## config.mk

```make
export PLATFORM = sky130hd
export DESIGN_NAME = smcs_scan_stats
export DESIGN_NICKNAME = d
export VERILOG_FILES = /design/src/rtl/core/smcs_pkg.sv /design/src/rtl/core/smcs_scan_stats.sv
export SDC_FILE = /design/constraint.sdc
export NUM_CORES = 1
export LEC_CHECK = 0
export ABC_AREA = 0
export BUFFER_PORTS_ARGS = -buffer_cell sky130_fd_sc_hd__buf_2
export CAP_MARGIN = 20
export CORE_MARGIN = 2
export CORE_UTILIZATION = 40
export DETAILED_ROUTE_END_ITERATION = 7
export PLACE_DENSITY = 0.66
export SYNTH_ARGS = -nofsm -noshare
export SYNTH_HDL_FRONTEND = slang
export SYNTH_SLANG_ARGS = --single-unit
export TNS_END_PERCENT = 5
```

## constraint.sdc

```tcl
create_clock -name clock -period 2.3 [get_ports clock]
set_clock_uncertainty 0.2 [all_clocks]
set_input_delay 0.46 -clock clock [delete_from_list [all_inputs] [get_ports clock]]
set_output_delay 0.46 -clock clock [all_outputs]
set_load 0.03 [all_outputs]
```

## src/rtl/core/smcs_pkg.sv

```systemverilog
package smcs_pkg;

   // Request modes carried in tuser
   localparam logic [1:0] MODE_ADD    = 2'd0;
   localparam logic [1:0] MODE_FINISH = 2'd1;
   localparam logic [1:0] MODE_READ   = 2'd2;
   localparam logic [1:0] MODE_CLEAR  = 2'd3;

   // Response kinds carried in tuser
   localparam logic [1:0] KIND_ACCEPT  = 2'd0;
   localparam logic [1:0] KIND_REJECT  = 2'd1;
   localparam logic [1:0] KIND_SUMMARY = 2'd2;
   localparam logic [1:0] KIND_ENTRY   = 2'd3;

   localparam int IDX_W   = 10;
   localparam int CNT_W   = 13;
   localparam int NUM_W   = 11;
   localparam int DIM_W   = 11;
   localparam int COORD_W = 2 * IDX_W;

   // Summary figures from the finish scan
   typedef struct packed {
      logic [NUM_W-1:0] single_cols;
      logic [NUM_W-1:0] single_rows;
      logic [NUM_W-1:0] half_cols;
      logic [NUM_W-1:0] half_rows;
      logic [CNT_W-1:0] max_col;
      logic [CNT_W-1:0] max_row;
   } summary_type;

   // Response payload, last field in the lowest bits
   typedef struct packed {
      logic [4:0]       pad;
      logic [CNT_W-1:0] ext_col_count;
      logic [CNT_W-1:0] ext_row_count;
      logic [CNT_W-1:0] col_count;
      logic [CNT_W-1:0] row_count;
      logic             extended_present;
      logic [NUM_W-1:0] single_cols;
      logic [NUM_W-1:0] single_rows;
      logic [NUM_W-1:0] half_cols;
      logic [NUM_W-1:0] half_rows;
      logic [CNT_W-1:0] max_col;
      logic [CNT_W-1:0] max_row;
   } rsp_data_type;

endpackage

```

## src/rtl/core/smcs_scan_stats.sv

```systemverilog
module smcs_scan_stats #(
   parameter int CW = 13,
   parameter int IW = 11
) (
   input  logic                          clock,
   input  logic                          start,
   input  logic                          smp_valid,
   input  logic [CW-1:0]                 row_cnt,
   input  logic [CW-1:0]                 col_cnt,
   input  logic [smcs_pkg::DIM_W-1:0]    dim_use,
   output smcs_pkg::summary_type         summary,
   output logic                          repeat_seen
);

   localparam int HW = (CW + 1 > smcs_pkg::DIM_W) ? CW + 1 : smcs_pkg::DIM_W;

   logic [CW-1:0] max_row_ff, max_row_in, max_col_ff, max_col_in;
   logic [IW-1:0] half_rows_ff, half_rows_in, half_cols_ff, half_cols_in;
   logic [IW-1:0] single_rows_ff, single_rows_in, single_cols_ff, single_cols_in;
   logic          row_half, col_half;

   // Half-full tests: count * 2 against dimension
   assign row_half = HW'({row_cnt, 1'b0}) >= HW'(dim_use);
   assign col_half = HW'({col_cnt, 1'b0}) >= HW'(dim_use);

   // Accumulate one row and one column per sample
   always_comb begin
      max_row_in     = max_row_ff;
      max_col_in     = max_col_ff;
      half_rows_in   = half_rows_ff;
      half_cols_in   = half_cols_ff;
      single_rows_in = single_rows_ff;
      single_cols_in = single_cols_ff;
      if (start) begin
         max_row_in     = '0;
         max_col_in     = '0;
         half_rows_in   = '0;
         half_cols_in   = '0;
         single_rows_in = '0;
         single_cols_in = '0;
      end else if (smp_valid) begin
         if (row_cnt > max_row_ff) max_row_in = row_cnt;
         if (col_cnt > max_col_ff) max_col_in = col_cnt;
         if (row_half) half_rows_in = half_rows_ff + IW'(1);
         if (col_half) half_cols_in = half_cols_ff + IW'(1);
         if (row_cnt == CW'(1)) single_rows_in = single_rows_ff + IW'(1);
         if (col_cnt == CW'(1)) single_cols_in = single_cols_ff + IW'(1);
      end
   end

   always_ff @(posedge clock) begin
      max_row_ff     <= max_row_in;
      max_col_ff     <= max_col_in;
      half_rows_ff   <= half_rows_in;
      half_cols_ff   <= half_cols_in;
      single_rows_ff <= single_rows_in;
      single_cols_ff <= single_cols_in;
   end

   // Truncate to the reported widths
   assign summary.max_row     = smcs_pkg::CNT_W'(max_row_ff);
   assign summary.max_col     = smcs_pkg::CNT_W'(max_col_ff);
   assign summary.half_rows   = smcs_pkg::NUM_W'(half_rows_ff);
   assign summary.half_cols   = smcs_pkg::NUM_W'(half_cols_ff);
   assign summary.single_rows = smcs_pkg::NUM_W'(single_rows_ff);
   assign summary.single_cols = smcs_pkg::NUM_W'(single_cols_ff);
   assign repeat_seen = (max_row_ff > CW'(1)) || (max_col_ff > CW'(1));

endmodule
```

=== Yosys cells after proc, flatten, opt, wreduce, memory -nomap -nowiden ===
Index checks and enable logic that the tools add are counted.
Widths: inputs -> output; s select.

* Reductions and logical operators: 7
* Equality and inequality tests: 2
* $lt $le $gt $ge: 6
* Add/sub/neg operators: 4

{| class="wikitable"
|+ Operator list
! kind !! number
|-
| $add 11x1->11 const B || 4
|-
| $ge 14x11->1 || 2
|-
| $eq 13x1->1 const B || 2
|-
| $gt 13x1->1 const B || 2
|-
| $gt 13x13->1 || 2
|-
| $reduce_and 2->1 || 6
|-
| $logic_or 1x1->1 || 1
|}

* Word-level logic and storage cells: 25
* Bits of input ports: 40
* Bits in registers: 70

=== Logic depth before layout (Yosys ltp) ===
* Depth after elaboration: 2
* Mapped depth: 9

=== Worst setup path before layout ===
OpenSTA, ideal clock, no wires.

* Kind: input-to-reg
* Start point: input dim_use[5] (netlist name)
* End point: register half_rows_ff[6]
* Path buffers: 0
* Arrival: 2.181 ns
* Library setup time: 0.121 ns
* Required time: 1.979 ns
* Path slack: -0.202 ns
* Stages on the path: 8
* Path through: inv_1 ha_1 and4_1 o21ai_1 a311o_1 and2_4 nor4_1 mux2_2

* Longest elaborated chain between the ends: 2

{| class="wikitable"
|+ RTL lines
! element !! line !! text
|-
| from (decl) || smcs_scan_stats.sv:10 || <nowiki>input logic [smcs_pkg::DIM_W-1:0] dim_use,</nowiki>
|-
| $ge 14x11->1 || smcs_scan_stats.sv:23 || <nowiki>assign row_half = HW'({row_cnt, 1'b0}) >= HW'(dim_use);</nowiki>
|-
| $reduce_and 2->1 (no line) || n/a ||
|-
| to (signal assigned) || smcs_scan_stats.sv:54 || <nowiki>half_rows_ff <= half_rows_in;</nowiki>
|-
| to (decl) || smcs_scan_stats.sv:18 || <nowiki>logic [IW-1:0] half_rows_ff, half_rows_in, half_cols_ff, half_cols_in;</nowiki>
|}

No other way between the ends.
A chain may end at the register's enable or synchronous reset.

=== Worst setup path after layout ===
* Start point: register max_row_ff[1]
* End point: output repeat_seen

* Longest elaborated chain between the ends: 2

{| class="wikitable"
|+ RTL lines
! element !! line !! text
|-
| from (decl) || smcs_scan_stats.sv:17 || <nowiki>logic [CW-1:0] max_row_ff, max_row_in, max_col_ff, max_col_in;</nowiki>
|-
| from (signal assigned) || smcs_scan_stats.sv:52 || <nowiki>max_row_ff <= max_row_in;</nowiki>
|-
| $gt 13x1->1 || smcs_scan_stats.sv:67 || <nowiki>assign repeat_seen = (max_row_ff > CW'(1)) || (max_col_ff > CW'(1));</nowiki>
|-
| $logic_or 1x1->1 || smcs_scan_stats.sv:67 ||
|-
| to (decl) || smcs_scan_stats.sv:12 || <nowiki>output logic repeat_seen</nowiki>
|}

No other way between the ends.

==> qor.csv <==
stage;metric;value;unit
cells_and_area;final_nets;737;
synth;ys_top_cells_by_area;dfxtp_1 33%, ha_1 15%, mux2i_1 6.8%, nor2_1 5.2%, nand2b_1 4.4%;
routing;wl_per_cell;14.1;um
synth;synth_cell_types;44;
clock_network;path_clk_slew;0.08;ns
cells_and_area;final_layout_size_suffix_gt1_share;29.4;%
routing;wl;11100;um
synth;synthSimpleGateAreaFrac;24.5;%
floorplan;start_util;41.3;%
clock_network;cts_root_buf;clkbuf_8;
worst_setup_path;cp-start-kind;register;
pwr;powerDensity;542;mW/mm^2
clock_network;cts_buffers;9;
cells_and_area;regArea;0.00140;mm^2
synth;synthMuxAreaShare;8.61;%
synth;synthTopCellsByCount;70 x dfxtp_1, 59 x nor2_1, 50 x ha_1, 42 x inv_1, 30 x nand2b_1;
pwr;cellLeakagePower;2.55;nW
floorplan;fp.dieArea;0.0116;mm^2
routing;drtPass1Iterations;4;
placed_design;port_buffers;110;
global_route;grt_max_degree;42;
synth;synth-async-reset-ratio;0;%
routing;drt_iter0_markers;111;
timing;clock.fmax;447;MHz
floorplan;die_w;108;um
synth;synth-compound-area-share;8.99;%
synth;synth_most_common_cell;dfxtp_1;
cells_and_area;area_growth;28.7;%
synth;seq_area_frac_synth;32.7;%
clock_network;cts_sinks;70;
placed_design;place_congestion;0.823;
global_route;gr-total-overflow;0;
cells_and_area;multiInputGateArea;0.00271;mm^2
routing;routed_via_density;5.09;
clock_network;htree_num_levels;3;
timing;finalCriticalPeriod;2.24;ns
timing;setup_viol;0;
floorplan;core_area;0.0104;mm^2
synth;yosysTopAreaCellShare;32.7;%
hold_path;min_path_type;input port to register;
timing;hold_violations;0;
clock_network;cts_tree;yes;
timing;rsz0062_at_grt;true;
timing;finalWorstSetupSlack;0.0610;ns
clock_network;clk_latency;0.35;ns
placed_design;place_area;0.00527;mm^2
global_route;grt_pass1_wl;18300;um
placed_design;post-place-ws;-0.290;ns
synth;ys.flop_type;dfxtp_1;
clock_network;cts.path.max_buffers;2;
floorplan;row_count;37;
global_route;antenna_found_initial;1;
routing;antenna_left;0;
worst_setup_path;crit_required;1.64;ns
synth;syn_area_per_cell;8.59;um^2
timing;finalCritPeriodShare;97.3;%
timing;drv_slew;0;
global_route;grt_usage;19.7;%
synth;synth_fa_ha_area_share;14.6;%
cells_and_area;final-instance-count-excl-fill;789;
routing;drcViolationCount;0;
placed_design;hpwl;8600;um
pwr;peakVddDrop;0.304;mV
synth;yosys_warnings;0;
synth;synth_top_family_by_area;simple AND/OR/NAND/NOR gates;
timing;tns;0;ns
timing;max_slew_margin;63.5;%
floorplan;ios;111;
placed_design;dpl.cell_count;772;
worst_setup_path;path_class;register to output port;
floorplan;fp.dieH;108;um
worst_setup_path;crit_arrival;1.58;ns
cells_and_area;fillers;948;
synth;yosysTopAreaCell;dfxtp_1;
synth;synth_area;0.00429;mm^2
worst_setup_path;worstPathMaxFanout;4;
synth;synth_edf_count;0;
cells_and_area;stdcell_area;0.00552;mm^2
worst_setup_path;critPathCaptureType;output port;
synth;netlist_instances;499;
routing;vias;4019;
synth;synth-seq-cells;70;
outcome;status;finished, final reports clean;
global_route;grt_pass1_vias;3995;
worst_setup_path;r2r_slack;0.13;ns
timing;tightest_slew;0.548;ns
job;drv_cap;0;
synth;synth_nets;589;
synth;synth_xor_area_share;5.11;%
==> placed cells by master (no fill, tap or decap), types with 16 or more instances in the layout <==
cell      synthesis  routed
nor2_1           59      59
nand2_1          19      19
nand4_1          16      16
buf_2             2     109
inv_1            42      42
dfxtp_1          70      68
nand2b_1         30      30
nand3_1          22      22
a21oi_1          25      23
ha_1             50      50
mux2i_1          29      29
buf_4             1      39
==> registers in the layout, summed over array words and instances (netlist names) <==
signal / cells
single_cols_ff: 11
half_cols_ff: 11
max_col_ff: 13
single_rows_ff: 11
max_row_ff: 13
half_rows_ff: 11
==> area by class of cell <==
type	instances	area share, %
multi-input combinational	373	49.0
sequential	70	25.5
timing repair buffer	151	16.0
tap	136	3.09
inverter	42	2.86
clock buffer	9	2.25
clock inverter	7	1.29
antenna	1	0.0454
==> logic make-up after synthesis <==
logic type	Yosys count
compound gates	61
flops	70
fa+ha+maj	50
xor+xnor	25
mux	36
buf+inv	56
simple gates	201
==> final timing paths <==
check                      endpoint              start  cells past startpoint
hold reg to reg   single_cols_ff[6]  single_cols_ff[6]                      2
setup reg to reg      max_row_ff[1]     max_row_ff[11]                      8
setup / recovery        repeat_seen      max_row_ff[1]                      4
hold / removal       max_row_ff[10]        row_cnt[10]                      3
==> worst max-delay path, cell delays in order, from the launching register on <==
cell	delay [ns]
dfxtp_1	0.35
nor4_2	0.33
and4_4	0.29
nand3_1	0.08
buf_6	0.16
==> layer usage <==
layer  GRT usage, %  vias up  wire length [um]
met2           31.6       90              5090
met3           3.09       31               417
li1               -     2038                 -
met1           25.4     1860              5200
met4           10.4        0               386
met5              0        -                 0
==> report_power, final <==
| part | total [W] | switching [W] | internal [W] |
|---|---|---|---|
| clock network | 0.00103 | 0.000522 | 0.000505 |
| registers | 0.00131 | 0.0000543 | 0.00126 |
| logic | 0.000650 | 0.000365 | 0.000286 |
==> what timing repair did <==
action | CTS | global route
setup endpoints to repair | 1 | 8
pin swaps | 2 | 3
gates resized for setup | 8 | 5
hold buffers | 0 | 0
buffers inserted | 0 | 0
==> stage by stage <==
stage	total power, W	hold WS [ns]	util (%)
after CTS	0.00301	0.172	53.0
after global routing	0.00314	0.185	53.2
final	0.00299	0.184	53.2
after detailed placement	0.00197	0.295	50.8
after global placement	0.00195	0.278	50.8
after floorplan	0.00172	0.407	-
Note: power is estimated with default switching activity, not from simulation.
